**config.mk**
```make
export PLATFORM = sky130hd
export DESIGN_NAME = arb_blend
export DESIGN_NICKNAME = d
export VERILOG_FILES = /design/src/sv/arb_pkg.sv /design/src/sv/arb_blend.sv
export SDC_FILE = /design/constraint.sdc
export NUM_CORES = 1
export LEC_CHECK = 0
export BUFFER_PORTS_ARGS = -buffer_cell sky130_fd_sc_hd__buf_4
export CORE_UTILIZATION = 65
export CTS_BUF_LIST = sky130_fd_sc_hd__clkbuf_16
export DETAILED_ROUTE_END_ITERATION = 10
export HOLD_SLACK_MARGIN = 0.08
export PLACE_DENSITY_LB_ADDON = 0.25
export SLEW_MARGIN = 20
export SYNTH_ARGS = -nofsm -noshare
export SYNTH_HDL_FRONTEND = slang
export SYNTH_SLANG_ARGS = --single-unit
```
**constraint.sdc**
```tcl
create_clock -name i_clk -period 13.1 [get_ports i_clk]
set_clock_uncertainty 0.2 [all_clocks]
set_input_delay 2.62 -clock i_clk [delete_from_list [all_inputs] [get_ports i_clk]]
set_output_delay 2.62 -clock i_clk [all_outputs]
set_load 0.03 [all_outputs]
```
**src/sv/arb_pkg.sv**
```systemverilog
// ============================================================================
// arb_pkg
// Shared constants, types and helpers of the alpha rectangle blitter.
// ============================================================================
package arb_pkg;

    localparam int SCREEN_WIDTH  = 256;
    localparam int SCREEN_HEIGHT = 256;
    localparam int PIXEL_COUNT   = SCREEN_WIDTH * SCREEN_HEIGHT;

    localparam int ADDR_W  = $clog2(PIXEL_COUNT);
    localparam int COL_W   = $clog2(SCREEN_WIDTH);
    localparam int ROW_W   = $clog2(SCREEN_HEIGHT);
    localparam int OP_W    = 2;
    localparam int COORD_W = 16;
    localparam int POS_W   = COORD_W + 2;
    localparam int PIXEL_W = 24;
    localparam int CHAN_W  = 8;
    localparam int ALPHA_W = 17;
    localparam int FRAC_W  = 16;
    localparam int PROD_W  = CHAN_W + ALPHA_W;
    localparam int WORD_W  = 32;

    localparam logic [ALPHA_W-1:0]       ALPHA_ONE   = ALPHA_W'(32'h10000);
    localparam logic [ALPHA_W-1:0]       ALPHA_RESET = ALPHA_W'(53248);
    localparam logic [PIXEL_W-1:0]       WHITE       = 24'hFFFFFF;
    localparam logic [CHAN_W-1:0]        WORD_TOP    = 8'hFF;
    localparam logic signed [POS_W-1:0]  SW_POS      = POS_W'(SCREEN_WIDTH);
    localparam logic signed [POS_W-1:0]  SH_POS      = POS_W'(SCREEN_HEIGHT);
    localparam logic signed [POS_W-1:0]  POS_ONE     = POS_W'(1);

    typedef enum logic [OP_W-1:0] {
        OP_CLEAR = 2'd0,
        OP_BOX   = 2'd1,
        OP_READ  = 2'd2,
        OP_NONE  = 2'd3
    } t_op;

    typedef enum logic [2:0] {
        ST_IDLE,
        ST_SETUP,
        ST_CLEAR,
        ST_BOX,
        ST_DRAIN,
        ST_READ_WAIT,
        ST_DONE
    } t_state;

    typedef struct packed {
        logic              en;
        logic [ADDR_W-1:0] addr;
    } t_rd_req;

    typedef struct packed {
        logic               en;
        logic [ADDR_W-1:0]  addr;
        logic [PIXEL_W-1:0] data;
    } t_wr_req;

    typedef struct packed {
        logic [ALPHA_W-1:0] alpha;
        logic [CHAN_W-1:0]  add_r;
        logic [CHAN_W-1:0]  add_g;
        logic [CHAN_W-1:0]  add_b;
    } t_blend_terms;

    typedef struct packed {
        logic [WORD_W-1:0] pixel_word;
        logic              status;
    } t_result;

    // Linear framebuffer address of a pixel, rows stored one after another.
    function automatic logic [ADDR_W-1:0] pixel_addr(input logic [ROW_W-1:0] row,
                                                     input logic [COL_W-1:0] col);
        return ADDR_W'(ADDR_W'(row) * ADDR_W'(SCREEN_WIDTH) + ADDR_W'(col));
    endfunction

endpackage

```
**src/sv/arb_blend.sv**
```systemverilog
// ============================================================================
// arb_blend
// Per-channel blend stage: scales the old pixel and adds the colour term.
// ============================================================================
module arb_blend (
    input  logic                           i_clk,
    input  logic                           i_rst_n,
    input  arb_pkg::t_rd_req               i_pix,
    input  logic [arb_pkg::PIXEL_W-1:0]    i_old,
    input  arb_pkg::t_blend_terms          i_terms,
    output arb_pkg::t_wr_req               o_wr
);

    localparam int CW = arb_pkg::CHAN_W;
    localparam int FW = arb_pkg::FRAC_W;
    localparam int PW = arb_pkg::PROD_W;

    logic [PW-1:0]              prod_r, prod_g, prod_b;
    logic                       r_valid;
    logic [arb_pkg::ADDR_W-1:0] r_addr;
    logic [CW-1:0]              r_keep_r, r_keep_g, r_keep_b;

    // The product never reaches bit 24, so the scaled channel is its middle byte.
    assign prod_r = PW'(i_old[2*CW +: CW]) * PW'(i_terms.alpha);
    assign prod_g = PW'(i_old[CW +: CW])   * PW'(i_terms.alpha);
    assign prod_b = PW'(i_old[0 +: CW])    * PW'(i_terms.alpha);

    always_ff @(posedge i_clk) begin
        if (!i_rst_n) begin
            r_valid <= 1'b0;
        end else begin
            r_valid <= i_pix.en;
        end
    end

    always_ff @(posedge i_clk) begin
        r_addr   <= i_pix.addr;
        r_keep_r <= prod_r[FW +: CW];
        r_keep_g <= prod_g[FW +: CW];
        r_keep_b <= prod_b[FW +: CW];
    end

    // Channel sums wrap to eight bits.
    assign o_wr.en   = r_valid;
    assign o_wr.addr = r_addr;
    assign o_wr.data = {CW'(r_keep_r + i_terms.add_r),
                        CW'(r_keep_g + i_terms.add_g),
                        CW'(r_keep_b + i_terms.add_b)};

endmodule

```
==> out/metrics.yaml <==
seqPwrFrac_pct: 8.6
grt_max_degree: 25
die_h_um: 145
antennaDiodeCount: 0
final_cell_mix: "and2_1 (330), inv_1 (303), fa_1 (267)"
fin_util_pct: 72.0
ctsResizeCount: 0
clockRootBuffer: "clkbuf_16"
cts_setup_buffers: 0
p_per_area_mw_per_mm2: 157
p_comb_share_pct: 85.7
grt_pass1_vias: 10700
final_layout_size_suffix_gt1_share_pct: 9.30
grt_util_all_layers_pct: 27.8
async_reset_ff_share_pct: 0
crit_buf_inv: 4
vdd_ir_drop_max_uv: 189
layout_commonest_cell: "and2_1"
die-area_mm2: 0.0211
min_path_type: "in2reg"
p_switching_mw: 1.18
critPathKind: "in2reg"
yosysWarnings: 0
pwr-share-clk_pct: 5.7
cts_tree: "built"
wl_per_cell_um: 14.9
initial_core_util_pct: 66.1
worstSetupStartpointType: "input port"
slowest_delay_ns: 0.55
min_period_ns: 7.16
intPower_mw: 1.09
clk_path_buf_depth: 2
met2_length_um: 14000
crit_chain: "buf_4 -> nand2_1 -> fa_1 -> fa_1 -> inv_1 -> fa_1 -> inv_1 -> fa_1 -> inv_1 -> ha_1 -> a21oi_1 -> o211ai_1 -> a221o_1 -> a2111oi_2 -> nor2_2 -> a221oi_2 -> xnor2_1"
dp_hpwl_um: 21600
die_w_um: 145
relSlewSlack_pct: 56.7
leakage_nw: 7.54
seq_area_frac_synth_pct: 6.16
num_rows: 52
synthCells: 1465
syn-num-nets: 1957
grt_antenna_before_repair: 0
ys.flop_type: "dfxtp_1"
port_buffers: 124
fin_area_mm2: 0.0145
min_period_over_period_pct: 54.6
rsz0062_at_grt: "no"
cts_buffers: 5
timing.hold.ws_ns: 2.22
worstMarginPinSlew_ns: 0.643
via_per_inst: 5.44
hold_viol: 0
crit_family: "adder cells"
avgSynthCellArea_um2: 9.09
synth_cell_types: 57
arrival_ns: 7.18
cap_violations: 0
clock_sinks: 41
io_pins: 125
grt_pass1_wl_um: 48200
synth_largest_area_cell: "fa_1"
synth_area_leaders: "fa_1 (40%), and2_1 (15%), ha_1 (13%)"
routed-wl-met3_um: 1100
area_delta_synth_final_pct: 8.96
cts_hold_buf: 0
core-area_mm2: 0.0202
clkTransAtPathRegs_ns: 0.07
cp-end-kind: "flip-flop"
synth_area_mm2: 0.0133
synth_edf_count: 0
setup_violations: 0
p_sw_share_pct: 52.0
cp_common_cell: "fa_1"
first_iter_violations: 375
status: "completed"
wl_met1_um: 11300
worst_ep_required_time_ns: 13.12
slowest_stage: "fa_1"
fin_nets: 2029
dpl_cell_area_mm2: 0.0144
place.gp.congestion: 0.823
drt_first_pass_iters: 5
routed.top_layer: "met4"
post-route-drc-count: 0
ant_nets: 0
report.final.slew_viol_count: 0
grt_overflow_total: 0
wirelength_um: 26900
max_freq_mhz: 140
cp_max_fo: 24
synth-seq-cells: 41
htree_num_levels: 2
setup_tns_ns: 0
synth_top_area_share_pct: 40.1
dr_total_vias: 9828
through the flow:
step	total power, mW	instances	setup slack, ns
3_5_place_dp	2.13	1800	5.66
3_3_place_gp	2.07	1800	5.73
5_1_grt	2.55	1808	5.67
2_1_floorplan	1.67	1465	5.96
6_report	2.27	1808	5.94
4_1_cts	2.28	1808	5.95
kinds of logic (layout without fill, tap and decap cells):
| kind of cell | Yosys count | after routing | share of synthesized area [%] |
|---|---|---|---|
| DFF | 41 | 41 | 6.16 |
| muxes | 2 | 2 | 0.169 |
| xor gates and xnor gates | 50 | 50 | 3.29 |
| and+or+nand+nor | 486 | 486 | 20.8 |
| AOI/OAI and AO/OA | 116 | 116 | 5.96 |
| buffers and inverters | 362 | 435 | 10.2 |
| adders and majority gates | 408 | 408 | 53.4 |
path summary, 6_finish.rpt:
path | startpoint | endpoint | slack [ns] | cells past startpoint
worst min-delay path | i_pix[6] | r_addr[6]$_DFF_P_ | 2.22 | 1
worst max-delay path | i_terms[29] | r_keep_g[7]$_DFF_P_ | 5.94 | 17
registers in the layout, indices dropped and copies added, names as in the netlist:
signal	count
r_valid	1
r_keep_b	8
r_keep_g	8
r_keep_r	8
r_addr	16
final cells by class:
type | instances | area (µm²)
Inverter | 303 | 1140
Sequential cell | 41 | 821
Clock inverter | 3 | 25.0
Timing Repair Buffer | 124 | 931
Fill cell | 1562 | 5650
Clock buffer | 5 | 125
Multi-Input combinational cell | 1062 | 11100
Tap cell | 270 | 338
power by group through the flow:
| stage | sequential (mW) | combinational (mW) | clock [mW] |
|---|---|---|---|
| after global routing | 0.200 | 2.21 | 0.138 |
| after global placement | 0.198 | 1.87 | 0 |
| after floorplan | 0.197 | 1.48 | 0 |
| after CTS | 0.195 | 1.96 | 0.133 |
| final | 0.195 | 1.95 | 0.129 |
| after detailed placement | 0.197 | 1.94 | 0 |
Yosys cell counts, types with 2 or more instances:
cell      number
nand4_1        8
nor4_1         4
xor2_1        11
dfxtp_1       41
a211o_1        4
o21bai_1       9
inv_1        303
mux2_2         2
ha_1         141
o21ai_0       15
o21a_1         3
a21o_1        13
o221ai_1       2
nand2b_1       6
and4_1         2
nor2_1        16
xnor2_1       39
and2_1       330
o31ai_1        2
a21oi_1       39
or4_1          2
fa_1         267
clkbuf_1      58
and3_1         2
nor2b_1        4
o21ai_1        2
nand3_1        6
nor3_1         8
a311oi_1       2
o211ai_1       6
nand2_1       92
layer usage:
metal  up-vias  GRT usage [%]
li1       4562              -
met1      4980           36.4
met2       248           50.4
met3        38           1.51
met4         0           7.05
met5         -              0
Power figures use the tool's default switching activity.
