<file path="config.mk">
export PLATFORM = sky130hd
export DESIGN_NAME = arb_ctrl_flat
export DESIGN_NICKNAME = d
export VERILOG_FILES = /design/src/sv/arb_pkg.sv /design/src/sv/arb_if.sv /design/src/sv/arb_ctrl.sv /design/src/flat_wrapper.sv
export SDC_FILE = /design/constraint.sdc
export NUM_CORES = 1
export LEC_CHECK = 0
export ABC_AREA = 0
export ABC_CLOCK_PERIOD_IN_PS = 8700
export BUFFER_PORTS_ARGS = -buffer_cell sky130_fd_sc_hd__buf_4
export CAP_MARGIN = 40
export CORE_UTILIZATION = 55
export CTS_CLUSTER_SIZE = 30
export DETAILED_ROUTE_END_ITERATION = 7
export GPL_TIMING_DRIVEN = 0
export PLACE_DENSITY = 0.79
export SLEW_MARGIN = 15
export SYNTH_ARGS = -nofsm -noshare
export SYNTH_HDL_FRONTEND = slang
export SYNTH_SLANG_ARGS = --single-unit
</file>
<file path="constraint.sdc">
create_clock -name i_clk -period 8.7 [get_ports i_clk]
set_clock_uncertainty 0.2 [all_clocks]
set_input_delay 0.435 -clock i_clk [delete_from_list [all_inputs] [get_ports i_clk]]
set_output_delay 0.435 -clock i_clk [all_outputs]
set_load 0.02 [all_outputs]
</file>
<file path="src/sv/arb_pkg.sv">
// ============================================================================
// arb_pkg
// Shared constants, types and helpers of the alpha rectangle blitter.
// ============================================================================
package arb_pkg;

    localparam int SCREEN_WIDTH  = 256;
    localparam int SCREEN_HEIGHT = 256;
    localparam int PIXEL_COUNT   = SCREEN_WIDTH * SCREEN_HEIGHT;

    localparam int ADDR_W  = $clog2(PIXEL_COUNT);
    localparam int COL_W   = $clog2(SCREEN_WIDTH);
    localparam int ROW_W   = $clog2(SCREEN_HEIGHT);
    localparam int OP_W    = 2;
    localparam int COORD_W = 16;
    localparam int POS_W   = COORD_W + 2;
    localparam int PIXEL_W = 24;
    localparam int CHAN_W  = 8;
    localparam int ALPHA_W = 17;
    localparam int FRAC_W  = 16;
    localparam int PROD_W  = CHAN_W + ALPHA_W;
    localparam int WORD_W  = 32;

    localparam logic [ALPHA_W-1:0]       ALPHA_ONE   = ALPHA_W'(32'h10000);
    localparam logic [ALPHA_W-1:0]       ALPHA_RESET = ALPHA_W'(53248);
    localparam logic [PIXEL_W-1:0]       WHITE       = 24'hFFFFFF;
    localparam logic [CHAN_W-1:0]        WORD_TOP    = 8'hFF;
    localparam logic signed [POS_W-1:0]  SW_POS      = POS_W'(SCREEN_WIDTH);
    localparam logic signed [POS_W-1:0]  SH_POS      = POS_W'(SCREEN_HEIGHT);
    localparam logic signed [POS_W-1:0]  POS_ONE     = POS_W'(1);

    typedef enum logic [OP_W-1:0] {
        OP_CLEAR = 2'd0,
        OP_BOX   = 2'd1,
        OP_READ  = 2'd2,
        OP_NONE  = 2'd3
    } t_op;

    typedef enum logic [2:0] {
        ST_IDLE,
        ST_SETUP,
        ST_CLEAR,
        ST_BOX,
        ST_DRAIN,
        ST_READ_WAIT,
        ST_DONE
    } t_state;

    typedef struct packed {
        logic              en;
        logic [ADDR_W-1:0] addr;
    } t_rd_req;

    typedef struct packed {
        logic               en;
        logic [ADDR_W-1:0]  addr;
        logic [PIXEL_W-1:0] data;
    } t_wr_req;

    typedef struct packed {
        logic [ALPHA_W-1:0] alpha;
        logic [CHAN_W-1:0]  add_r;
        logic [CHAN_W-1:0]  add_g;
        logic [CHAN_W-1:0]  add_b;
    } t_blend_terms;

    typedef struct packed {
        logic [WORD_W-1:0] pixel_word;
        logic              status;
    } t_result;

    // Linear framebuffer address of a pixel, rows stored one after another.
    function automatic logic [ADDR_W-1:0] pixel_addr(input logic [ROW_W-1:0] row,
                                                     input logic [COL_W-1:0] col);
        return ADDR_W'(ADDR_W'(row) * ADDR_W'(SCREEN_WIDTH) + ADDR_W'(col));
    endfunction

endpackage

</file>
<file path="src/sv/arb_if.sv">
// ============================================================================
// arb_if
// Valid/ready channels of the blitter: command, configuration and result.
// ============================================================================
interface arb_cmd_if;
    logic                                  valid;
    logic                                  ready;
    logic [arb_pkg::OP_W-1:0]              operation;
    logic signed [arb_pkg::COORD_W-1:0]    x_pos;
    logic signed [arb_pkg::COORD_W-1:0]    y_pos;
    logic signed [arb_pkg::COORD_W-1:0]    box_width;
    logic signed [arb_pkg::COORD_W-1:0]    box_height;
    logic [arb_pkg::PIXEL_W-1:0]           box_color;

    modport source (output valid, operation, x_pos, y_pos, box_width, box_height,
                    box_color, input ready);
    modport sink   (input valid, operation, x_pos, y_pos, box_width, box_height,
                    box_color, output ready);
endinterface


</file>
<file path="src/sv/arb_ctrl.sv">
// ============================================================================
// arb_ctrl
// Command sequencer: clipping, address walk, read-back and result forming.
// ============================================================================
module arb_ctrl (
    input  logic                          i_clk,
    input  logic                          i_rst_n,
    arb_cmd_if.sink                       i_cmd,
    input  logic [arb_pkg::ALPHA_W-1:0]   i_alpha,
    input  logic [arb_pkg::PIXEL_W-1:0]   i_rd_data,
    input  logic                          i_blend_busy,
    input  logic                          i_res_taken,
    output arb_pkg::t_rd_req              o_rd,
    output arb_pkg::t_rd_req              o_blend_pix,
    output arb_pkg::t_wr_req              o_clr_wr,
    output arb_pkg::t_blend_terms         o_terms,
    output logic                          o_res_valid,
    output arb_pkg::t_result              o_result
);

    localparam int CW = arb_pkg::CHAN_W;
    localparam int FW = arb_pkg::FRAC_W;
    localparam int PW = arb_pkg::PROD_W;
    localparam int AW = arb_pkg::ADDR_W;
    localparam int PS = arb_pkg::POS_W;
    localparam int CD = arb_pkg::COORD_W;

    arb_pkg::t_state r_state, n_state;
    logic            r_p1_valid, n_p1_valid;
    logic [AW-1:0]   r_p1_addr, n_p1_addr;

    arb_pkg::t_op                     r_op, n_op;
    logic signed [CD-1:0]             r_x, n_x, r_y, n_y, r_w, n_w, r_h, n_h;
    logic [arb_pkg::PIXEL_W-1:0]      r_color, n_color;
    logic [AW-1:0]                    r_addr, n_addr, r_row_base, n_row_base;
    logic [arb_pkg::COL_W-1:0]        r_col, n_col, r_col_first, n_col_first;
    logic [arb_pkg::COL_W-1:0]        r_col_last, n_col_last;
    logic [arb_pkg::ROW_W-1:0]        r_row, n_row, r_row_last, n_row_last;
    arb_pkg::t_blend_terms            r_terms, n_terms;
    arb_pkg::t_result                 r_result, n_result;

    logic signed [PS-1:0] x_s, y_s, x_end, y_end, x_lo, y_lo, x_hi, y_hi;
    logic signed [PS-1:0] x_last, y_last;
    logic                 box_empty, read_off;
    logic [arb_pkg::ALPHA_W-1:0] alpha_sat, keep;
    logic [PW-1:0]        cprod_r, cprod_g, cprod_b;
    logic [AW-1:0]        box_start;

    // Clipping of the box to the screen, in widened signed arithmetic.
    always_comb begin
        x_s    = {{(PS-CD){r_x[CD-1]}}, r_x};
        y_s    = {{(PS-CD){r_y[CD-1]}}, r_y};
        x_end  = x_s + {{(PS-CD){r_w[CD-1]}}, r_w};
        y_end  = y_s + {{(PS-CD){r_h[CD-1]}}, r_h};
        x_lo   = x_s[PS-1] ? '0 : x_s;
        y_lo   = y_s[PS-1] ? '0 : y_s;
        x_hi   = (x_end > arb_pkg::SW_POS) ? arb_pkg::SW_POS : x_end;
        y_hi   = (y_end > arb_pkg::SH_POS) ? arb_pkg::SH_POS : y_end;
        x_last = x_hi - arb_pkg::POS_ONE;
        y_last = y_hi - arb_pkg::POS_ONE;
        box_empty = (x_hi <= x_lo) || (y_hi <= y_lo);
        read_off  = x_s[PS-1] || y_s[PS-1] ||
                    (x_s >= arb_pkg::SW_POS) || (y_s >= arb_pkg::SH_POS);
        box_start = arb_pkg::pixel_addr(y_lo[arb_pkg::ROW_W-1:0],
                                        x_lo[arb_pkg::COL_W-1:0]);
    end

    // Colour terms of the blend, fixed for the whole box.
    always_comb begin
        alpha_sat = (i_alpha > arb_pkg::ALPHA_ONE) ? arb_pkg::ALPHA_ONE : i_alpha;
        keep      = arb_pkg::ALPHA_ONE - alpha_sat;
        cprod_r   = PW'(r_color[2*CW +: CW]) * PW'(keep);
        cprod_g   = PW'(r_color[CW +: CW])   * PW'(keep);
        cprod_b   = PW'(r_color[0 +: CW])    * PW'(keep);
    end

    always_comb begin
        n_state     = r_state;
        n_p1_valid  = 1'b0;
        n_p1_addr   = r_addr;
        n_op        = r_op;
        n_x         = r_x;
        n_y         = r_y;
        n_w         = r_w;
        n_h         = r_h;
        n_color     = r_color;
        n_addr      = r_addr;
        n_row_base  = r_row_base;
        n_col       = r_col;
        n_col_first = r_col_first;
        n_col_last  = r_col_last;
        n_row       = r_row;
        n_row_last  = r_row_last;
        n_terms     = r_terms;
        n_result    = r_result;
        i_cmd.ready = 1'b0;
        o_rd        = '0;
        o_clr_wr    = '0;
        o_res_valid = 1'b0;

        case (r_state)
            arb_pkg::ST_IDLE: begin
                i_cmd.ready = 1'b1;
                if (i_cmd.valid) begin
                    n_op    = arb_pkg::t_op'(i_cmd.operation);
                    n_x     = i_cmd.x_pos;
                    n_y     = i_cmd.y_pos;
                    n_w     = i_cmd.box_width;
                    n_h     = i_cmd.box_height;
                    n_color = i_cmd.box_color;
                    n_state = arb_pkg::ST_SETUP;
                end
            end
            arb_pkg::ST_SETUP: begin
                n_terms.alpha = alpha_sat;
                n_terms.add_r = cprod_r[FW +: CW];
                n_terms.add_g = cprod_g[FW +: CW];
                n_terms.add_b = cprod_b[FW +: CW];
                n_result      = '0;
                case (r_op)
                    arb_pkg::OP_CLEAR: begin
                        n_addr  = '0;
                        n_state = arb_pkg::ST_CLEAR;
                    end
                    arb_pkg::OP_BOX: begin
                        if (box_empty) begin
                            n_state = arb_pkg::ST_DONE;
                        end else begin
                            n_col       = x_lo[arb_pkg::COL_W-1:0];
                            n_col_first = x_lo[arb_pkg::COL_W-1:0];
                            n_col_last  = x_last[arb_pkg::COL_W-1:0];
                            n_row       = y_lo[arb_pkg::ROW_W-1:0];
                            n_row_last  = y_last[arb_pkg::ROW_W-1:0];
                            n_addr      = box_start;
                            n_row_base  = box_start;
                            n_state     = arb_pkg::ST_BOX;
                        end
                    end
                    arb_pkg::OP_READ: begin
                        if (read_off) begin
                            n_result.status = 1'b1;
                            n_state         = arb_pkg::ST_DONE;
                        end else begin
                            o_rd.en   = 1'b1;
                            o_rd.addr = arb_pkg::pixel_addr(y_s[arb_pkg::ROW_W-1:0],
                                                            x_s[arb_pkg::COL_W-1:0]);
                            n_state   = arb_pkg::ST_READ_WAIT;
                        end
                    end
                    default: begin
                        n_state = arb_pkg::ST_DONE;
                    end
                endcase
            end
            arb_pkg::ST_CLEAR: begin
                o_clr_wr.en   = 1'b1;
                o_clr_wr.addr = r_addr;
                o_clr_wr.data = arb_pkg::WHITE;
                if (r_addr == AW'(arb_pkg::PIXEL_COUNT - 1)) begin
                    n_state = arb_pkg::ST_DONE;
                end else begin
                    n_addr = r_addr + AW'(1);
                end
            end
            arb_pkg::ST_BOX: begin
                o_rd.en    = 1'b1;
                o_rd.addr  = r_addr;
                n_p1_valid = 1'b1;
                n_p1_addr  = r_addr;
                if (r_col == r_col_last) begin
                    if (r_row == r_row_last) begin
                        n_state = arb_pkg::ST_DRAIN;
                    end else begin
                        n_row      = r_row + arb_pkg::ROW_W'(1);
                        n_col      = r_col_first;
                        n_row_base = r_row_base + AW'(arb_pkg::SCREEN_WIDTH);
                        n_addr     = r_row_base + AW'(arb_pkg::SCREEN_WIDTH);
                    end
                end else begin
                    n_col  = r_col + arb_pkg::COL_W'(1);
                    n_addr = r_addr + AW'(1);
                end
            end
            arb_pkg::ST_DRAIN: begin
                if (!r_p1_valid && !i_blend_busy) begin
                    n_state = arb_pkg::ST_DONE;
                end
            end
            arb_pkg::ST_READ_WAIT: begin
                n_result.pixel_word = {arb_pkg::WORD_TOP, i_rd_data};
                n_result.status     = 1'b0;
                n_state             = arb_pkg::ST_DONE;
            end
            arb_pkg::ST_DONE: begin
                o_res_valid = 1'b1;
                if (i_res_taken) begin
                    n_state = arb_pkg::ST_IDLE;
                end
            end
            default: begin
                n_state = arb_pkg::ST_IDLE;
            end
        endcase
    end

    always_ff @(posedge i_clk) begin
        if (!i_rst_n) begin
            r_state    <= arb_pkg::ST_IDLE;
            r_p1_valid <= 1'b0;
        end else begin
            r_state    <= n_state;
            r_p1_valid <= n_p1_valid;
        end
    end

    always_ff @(posedge i_clk) begin
        r_p1_addr   <= n_p1_addr;
        r_op        <= n_op;
        r_x         <= n_x;
        r_y         <= n_y;
        r_w         <= n_w;
        r_h         <= n_h;
        r_color     <= n_color;
        r_addr      <= n_addr;
        r_row_base  <= n_row_base;
        r_col       <= n_col;
        r_col_first <= n_col_first;
        r_col_last  <= n_col_last;
        r_row       <= n_row;
        r_row_last  <= n_row_last;
        r_terms     <= n_terms;
        r_result    <= n_result;
    end

    assign o_blend_pix.en   = r_p1_valid;
    assign o_blend_pix.addr = r_p1_addr;
    assign o_terms          = r_terms;
    assign o_result         = r_result;

endmodule

</file>
<file path="src/flat_wrapper.sv">
// flat-port wrapper written by rule: the top's interface ports become plain ports
module arb_ctrl_flat 
  (i_clk, i_rst_n, i_alpha, i_rd_data, i_blend_busy, i_res_taken, o_rd, o_blend_pix, o_clr_wr, o_terms, o_res_valid, o_result, i_cmd_valid, i_cmd_operation, i_cmd_x_pos, i_cmd_y_pos, i_cmd_box_width, i_cmd_box_height, i_cmd_box_color, i_cmd_ready);
  arb_cmd_if i_cmd_i ();
  input  logic i_clk;
  input  logic i_rst_n;
  input  logic [arb_pkg::ALPHA_W-1:0] i_alpha;
  input  logic [arb_pkg::PIXEL_W-1:0] i_rd_data;
  input  logic i_blend_busy;
  input  logic i_res_taken;
  output arb_pkg::t_rd_req o_rd;
  output arb_pkg::t_rd_req o_blend_pix;
  output arb_pkg::t_wr_req o_clr_wr;
  output arb_pkg::t_blend_terms o_terms;
  output logic o_res_valid;
  output arb_pkg::t_result o_result;
  input wire logic [$bits(i_cmd_i.valid)-1:0] i_cmd_valid;
  input wire logic [$bits(i_cmd_i.operation)-1:0] i_cmd_operation;
  input wire logic [$bits(i_cmd_i.x_pos)-1:0] i_cmd_x_pos;
  input wire logic [$bits(i_cmd_i.y_pos)-1:0] i_cmd_y_pos;
  input wire logic [$bits(i_cmd_i.box_width)-1:0] i_cmd_box_width;
  input wire logic [$bits(i_cmd_i.box_height)-1:0] i_cmd_box_height;
  input wire logic [$bits(i_cmd_i.box_color)-1:0] i_cmd_box_color;
  output wire logic [$bits(i_cmd_i.ready)-1:0] i_cmd_ready;
  assign i_cmd_i.valid = i_cmd_valid;
  assign i_cmd_i.operation = i_cmd_operation;
  assign i_cmd_i.x_pos = i_cmd_x_pos;
  assign i_cmd_i.y_pos = i_cmd_y_pos;
  assign i_cmd_i.box_width = i_cmd_box_width;
  assign i_cmd_i.box_height = i_cmd_box_height;
  assign i_cmd_i.box_color = i_cmd_box_color;
  assign i_cmd_ready = i_cmd_i.ready;
  arb_ctrl u_core (.i_clk(i_clk), .i_rst_n(i_rst_n), .i_cmd(i_cmd_i), .i_alpha(i_alpha), .i_rd_data(i_rd_data), .i_blend_busy(i_blend_busy), .i_res_taken(i_res_taken), .o_rd(o_rd), .o_blend_pix(o_blend_pix), .o_clr_wr(o_clr_wr), .o_terms(o_terms), .o_res_valid(o_res_valid), .o_result(o_result));
endmodule
</file>
==> summary.md, run 1 <==
| Metric | Value |
|---|---|
| Run status | finished clean |
| Wire length per cell | 19.5 um |
| Synthesized area per cell | 9.99 um2 |
| Ys Warns | 0 |
| PortBufs | 286 |
| Worst Tran Pin Value | 924 ps |
| Initial antenna violation count | 1 |
| Die W | 213 um |
| Total number of vias | 19900 |
| Core footprint | 43500 um2 |
| Setup TNS | 0 ps |
| DRC violation total after the first TritonRoute iteration | 1621 |
| Die area | 45300 um2 |
| Final Instance Area | 29700 um2 |
| Sw frac | 0.478 |
| CP Class | in -> reg |
| RSZ-0062 raised after global routing | false |
| GRT Total Usage | 0.307 |
| Top FF cell, synth | edfxtp_1 |
| Most common cell on crit path | fa_1 |
| Area Overhead vs Synth | 21.5% |
| Clock slew seen by the registers of the worst setup and hold paths | 60 ps |
| Detailed Route WL | 68300 um |
| Ys async rst share | 0 |
| Class of the worst hold path | in -> reg |
| P per Cell Area | 380 nW/um2 |
| Peak Freq | 119 MHz |
| Antenna-violating nets left | 0 |
| H-tree depth | 1 |
| Flop-to-flop setup slack | 920 ps |
| DP Wirelength | 51600 um |
| Crit start category | input pin |
| WP buf/inv | 9 |
| Non-Filler Instances | 3508 |
| Post-synth EDFFs | 229 |
| FF+latch count, synth | 249 |
| Final hold viol count | 0 |
| Final Power | 11.3 mW |
| I/O pins | 287 |
| First-pass GRT wire length | 108000 um |
| Initial Util | 0.563 |
| Num CTS Buffers | 29 |
| Worst Path Required | 8830 ps |
| Max-cap violation count | 0 |
| Grt ovf | 0 |
| Internal power | 5.89 mW |
| Final nets | 3494 |
| CTS sink count | 249 |
| Max_slew headroom | 0.380 |
| Slew Limit Fails | 0 |
| Clock share of power | 0.109 |
| Tmin final | 8370 ps |
| CTS tree | yes |
| Largest net degree at the start of global routing | 63 |
| Gate power share | 0.694 |
| Dpl cells | 3327 |
| Clock root cell | clkbuf_16 |
| Sequential share of power | 0.197 |
| DR vias/cell | 5.69 |
| Dpl cell area | 27500 um2 |
| Syn Nets | 3038 |
| Antenna cells | 0 |
| CP top delay family | compound AO/OA/AOI/OAI gates |
| Crit path max fanout | 10 |
| Ratio of cells with drive above 1 in the final layout | 0.146 |
| VDD IR max | 0.280 mV |
| Drt drc | 0 |
| Number of global-route vias before repair | 20900 |
| Pleak | 13.2 nW |
| Mapped Area | 24500 um2 |
| Critical Path AT | 8500 ps |
| CP max stage cell | fa_1 |
| RePlAce Congestion | 0.952 |
| Seq/Total Area, Yosys | 0.298 |
| Sw power | 5.40 mW |
| Die Ht | 213 um |
| Netlist cell types | 88 |
| Period utilization | 0.962 |
| Mapped Cells | 2447 |
| Setup crit end kind | flop |
| FP Rows | 76 |
| Final Setup Violations | 0 |
| Initial DRT Pass Iterations | 5 |
| Worst path max stage delay | 560 ps |
| Skew-Pair Late Insertion Delay | 600 ps |
| CTS Buffer Depth | 3 |
[worst register-to-register path, delay by kind of cell (launching register included)]
family	cells	cell delay (ps)
fa+ha+maj	4	1340
flops	1	420
compound gates	11	2900
buf+inv	3	760
xor+xnor	1	190
simple gates	5	1590
[Yosys cell counts, types with 25 or more instances]
| master | instances | share of area |
|---|---|---|
| a21o_1 | 29 | 0.0089 |
| a21oi_1 | 73 | 0.015 |
| and2_1 | 183 | 0.047 |
| and3_1 | 88 | 0.023 |
| buf_4 | 32 | 0.0098 |
| clkbuf_1 | 92 | 0.014 |
| edfxtp_1 | 229 | 0.28 |
| fa_1 | 266 | 0.22 |
| ha_1 | 189 | 0.097 |
| inv_1 | 278 | 0.043 |
| nand2_1 | 326 | 0.050 |
| nand3_1 | 54 | 0.011 |
| nor2_1 | 79 | 0.012 |
| nor3_1 | 25 | 0.0051 |
| o21ai_0 | 73 | 0.015 |
| xnor2_1 | 59 | 0.021 |
| xor2_1 | 53 | 0.019 |
[worst paths after layout]
kind | start | end | depth (start not counted)
max | i_alpha[8] | u_core.o_terms[23]$_DFFE_PP_ | 29
min | i_alpha[8] | u_core.o_terms[32]$_DFFE_PP_ | 2
min reg2reg | u_core.n_p1_addr[12]$_DFFE_PP_ | u_core.r_p1_addr[12]$_DFF_P_ | 0
max reg2reg | u_core.r_x[0]$_DFFE_PP_ | u_core.r_row_base[15]$_DFFE_PP_ | 24
[logic make-up after synthesis]
| logic type | Yosys count | synth area share |
|---|---|---|
| buf+inv | 422 | 0.0708 |
| xor+xnor | 114 | 0.0414 |
| mux | 3 | 0.00123 |
| compound gates | 322 | 0.0906 |
| flops | 249 | 0.298 |
| fa+ha+maj | 455 | 0.314 |
| simple gates | 882 | 0.184 |
[layout make-up]
type,instances,area (um2)
Buffer,142,687
Timing Repair Buffer,425,3540
Fill cell,3175,13800
Clock inverter,20,203
Inverter,280,1050
Multi-Input combinational cell,1776,15500
Tap cell,585,732
Sequential cell,249,7280
Clock buffer,31,733
[per-layer routing]
metal | GRT usage | vias to the layer above | routed length [um]
met3 | 0.0579 | 215 | 4650
met1 | 0.375 | 9779 | 26400
met5 | 0 | - | 13
li1 | - | 9097 | -
met2 | 0.524 | 850 | 34000
met4 | 0.142 | 2 | 3280
[power groups by stage]
| stage | clock, mW | combinational (mW) | sequential (mW) |
|---|---|---|---|
| 2_1_floorplan | 0 | 5.45 | 2.27 |
| 3_3_place_gp | 0 | 7.30 | 2.25 |
| 3_5_place_dp | 0 | 7.65 | 2.23 |
| 4_1_cts | 1.24 | 7.78 | 2.21 |
| 5_1_grt | 1.29 | 8.82 | 2.25 |
| 6_report | 1.23 | 7.84 | 2.22 |
[flip-flops by register name (all words and copies together), names as in the netlist, 16 cells and up]
register           count
u_core.r_row_base     16
u_core.r_w            16
u_core.r_x            16
u_core.n_p1_addr      16
u_core.o_terms        41
u_core.r_h            16
u_core.r_p1_addr      16
u_core.r_color        24
u_core.o_result       26
u_core.r_y            16
[repair_timing]
| item | CTS | global route |
|---|---|---|
| setup endpoints to repair | 0 | 15 |
| resized for setup | 0 | 11 |
| hold endpoints to repair | 132 | 0 |
| hold buffers | 129 | 0 |
| setup buffers | 0 | 0 |
[placed cells by master (no fill, tap or decap), types with 10 or more instances in the layout]
cell type / netlist / final
buf_2: 10 / 13
clkbuf_16: 0 / 29
nand2_1: 326 / 326
edfxtp_1: 229 / 229
o21ai_0: 73 / 72
a211oi_1: 18 / 18
buf_4: 32 / 321
a21oi_1: 73 / 72
nand2b_1: 24 / 24
o21bai_1: 13 / 12
fa_1: 266 / 266
inv_1: 278 / 278
or3_1: 14 / 14
nor4_1: 15 / 15
nor2b_1: 23 / 23
nand3_1: 54 / 54
a21o_1: 29 / 29
a22oi_1: 10 / 10
dlygate4sd3_1: 0 / 129
xnor2_1: 59 / 59
and2_1: 183 / 182
clkbuf_1: 92 / 89
and3_1: 88 / 88
nor3_1: 25 / 24
xor2_1: 53 / 53
nor2_1: 79 / 78
ha_1: 189 / 189
nand4_1: 16 / 16
dfxtp_1: 20 / 20
[per-stage QoR]
stage | util | hold slack [ps] | worst slack [ps]
floorplan | - | 198 | 431
global placement | 0.629 | 291 | -1190
detailed placement | 0.632 | 275 | -599
CTS | 0.683 | 40.8 | 3.01
global route | 0.684 | 67.2 | 43.5
finish | 0.684 | 74.8 | 330
No activity file was read; power rests on OpenSTA's default activity.
==> inputs of run 2 (changes only) <==
Settings changed: GPL_TIMING_DRIVEN 0 to 1.
==> summary.md, run 2 (synthesized netlist as in run 1, its figures left out) <==
| Metric | Value |
|---|---|
| Run status | finished clean |
| Fillers | 3191 (+0.50%) |
| Tmin final | 7610 ps (-757 ps) |
| DRC violation total after the first TritonRoute iteration | 1471 (-9.3%) |
| Num CTS Buffers | 29 (unchanged) |
| DP Wirelength | 46700 um (-9.6%) |
| Final Power | 11.1 mW (-1.8%) |
| Die Ht | 213 um (unchanged) |
| Post-CTS resize count | 0 (unchanged) |
| First-pass GRT wire length | 103000 um (-4.8%) |
| Wire length per cell | 19.1 um (-1.9%) |
| Final Setup Violations | 0 (unchanged) |
| Max-cap violation count | 0 (unchanged) |
| Dpl cell area | 27000 um2 (-1.7%) |
| Sequential share of power | 0.211 (+0.014) |
| CP Depth | 25 (-14%) |
| Setup TNS | 0 ps (unchanged) |
| Skew-Pair Late Insertion Delay | 600 ps (about the same) |
| P per Cell Area | 379 nW/um2 (-0.19%) |
| FP Rows | 76 (unchanged) |
| Internal power | 5.84 mW (-0.96%) |
| Clock share of power | 0.114 (+0.005) |
| Gate power share | 0.675 (-0.019) |
| CP top delay family | adder cells |
| I/O pins | 287 (unchanged) |
| Slew Limit Fails | 0 (unchanged) |
| FF-to-FF path depth | 23 (-4.2%) |
| Final nets | 3375 (-3.4%) |
| Sw frac | 0.474 (-0.00433) |
| Area Overhead vs Synth | 19.5% |
| Number of global-route vias before repair | 20400 (-2.5%) |
| Antenna-violating nets left | 0 (unchanged) |
| WP buf/inv | 4 (-5) |
| RePlAce Congestion | 0.907 (-4.8%) |
| Final Instance Area | 29200 um2 (-1.6%) |
| Crit path max fanout | 16 (+6) |
| CP Class | in -> reg |
| Drt drc | 0 (unchanged) |
| Die area | 45300 um2 (unchanged) |
| Hold slack | 38.3 ps (-36.5 ps) |
| Hold path depth | 1 (-1) |
| Largest register FFs | 41 (unchanged) |
| Peak Freq | 131 MHz (+9.9%) |
| CP max stage cell | xor2_1 |
| Max_slew headroom | 0.404 (+0.0238) |
| Core footprint | 43500 um2 (unchanged) |
| DR vias/cell | 5.71 (+0.47%) |
| Period utilization | 0.875 (-0.0870) |
| Commonest cells after routing, fill and taps aside | nand2_1, buf_4, inv_1 |
| Initial DRT Pass Iterations | 6 (+1) |
| Worst path max stage delay | 710 ps (+150 ps) |
| Grt ovf | 0 (unchanged) |
| Detailed Route WL | 64700 um (-5.2%) |
| Clock root cell | clkbuf_16 |
| CTS sink count | 249 (unchanged) |
| CTS tree | yes |
| CTS Buffer Depth | 3 (unchanged) |
| Setup crit end kind | flop |
| Class of the worst hold path | in -> reg |
| VDD IR max | 0.234 mV (-16%) |
| Most common cell on crit path | fa_1 |
| Worst Tran Pin Value | 890 ps (-33.5 ps) |
| Final hold viol count | 0 (unchanged) |
| Initial Util | 0.563 (unchanged) |
| Crit start category | input pin |
| Total number of vias | 19400 (-2.9%) |
| Clock slew seen by the registers of the worst setup and hold paths | 60 ps (about the same) |
| H-tree depth | 1 (unchanged) |
| Commonest non-fill, non-tap cell in the layout | nand2_1 |
| Largest net degree at the start of global routing | 65 (+3.2%) |
| Worst Path Required | 8840 ps (about the same) |
| Sw power | 5.26 mW (-2.7%) |
| RSZ-0062 raised after global routing | false |
| PortBufs | 286 (unchanged) |
| Ratio of cells with drive above 1 in the final layout | 0.145 (-0.00129) |
| Pleak | 13.0 nW (-1.7%) |
| GRT Total Usage | 0.290 (-0.0172) |
| Initial antenna violation count | 1 (unchanged) |
| Die W | 213 um (unchanged) |
| Critical Path AT | 7760 ps (-740 ps) |
==> run 2: what timing repair did <==
item | in CTS | in global routing
endpoints found under the hold margin | 129 | 0
setup buffers | 0 | 0
hold buffers | 126 | 0
==> run 2: cell type report <==
type | count | area (um2) | share of cell area
clock inverter | 19 | 230 | 0.00788
clock buffer | 32 | 737 | 0.0252
tap | 585 | 732 | 0.0250
inverter | 280 | 1050 | 0.0360
sequential | 249 | 7280 | 0.249
timing repair buffer | 448 | 3720 | 0.127
multi-input combinational | 1776 | 15500 | 0.530
antenna | 1 | 2.50 | 0.0000856
==> run 2: path summary, 6_finish.rpt <==
path | endpoint | startpoint | slack (ps)
worst min-delay path | u_core.o_terms[40]$_DFFE_PP_ | i_alpha[16] | 40
worst max-delay path | u_core.o_terms[7]$_DFFE_PP_ | i_alpha[5] | 1090
worst min register to register | u_core.r_p1_addr[12]$_DFF_P_ | u_core.n_p1_addr[12]$_DFFE_PP_ | 330
worst max register to register | u_core.r_row_base[13]$_DFFE_PP_ | u_core.r_x[0]$_DFFE_PP_ | 1320
==> run 2: power by group through the flow <==
| stage | combinational (mW) | sequential, mW | clock [mW] |
|---|---|---|---|
| after floorplan | 5.45 | 2.27 | 0 |
| after global placement | 6.96 | 2.34 | 0 |
| after detailed placement | 7.34 | 2.34 | 0 |
| after CTS | 7.47 | 2.33 | 1.28 |
| after global routing | 8.45 | 2.37 | 1.32 |
| final | 7.48 | 2.35 | 1.26 |
==> run 2: per-stage QoR <==
stage | setup slack [ps] | util | instances
after floorplan | 431 | - | 2447
after global placement | 1310 | 0.619 | 3205
after detailed placement | 1120 | 0.621 | 3212
after CTS | 1140 | 0.673 | 3389
after global routing | 629 | 0.673 | 3390
final | 1090 | 0.673 | 3390
==> run 2: per-layer routing <==
metal  share of wire  vias to the layer above  track usage
li1                -                     8841            -
met1            0.38                     9536        0.356
met2            0.50                      804        0.501
met3           0.072                      182       0.0437
met4           0.046                        0        0.135
met5               0                        -            0
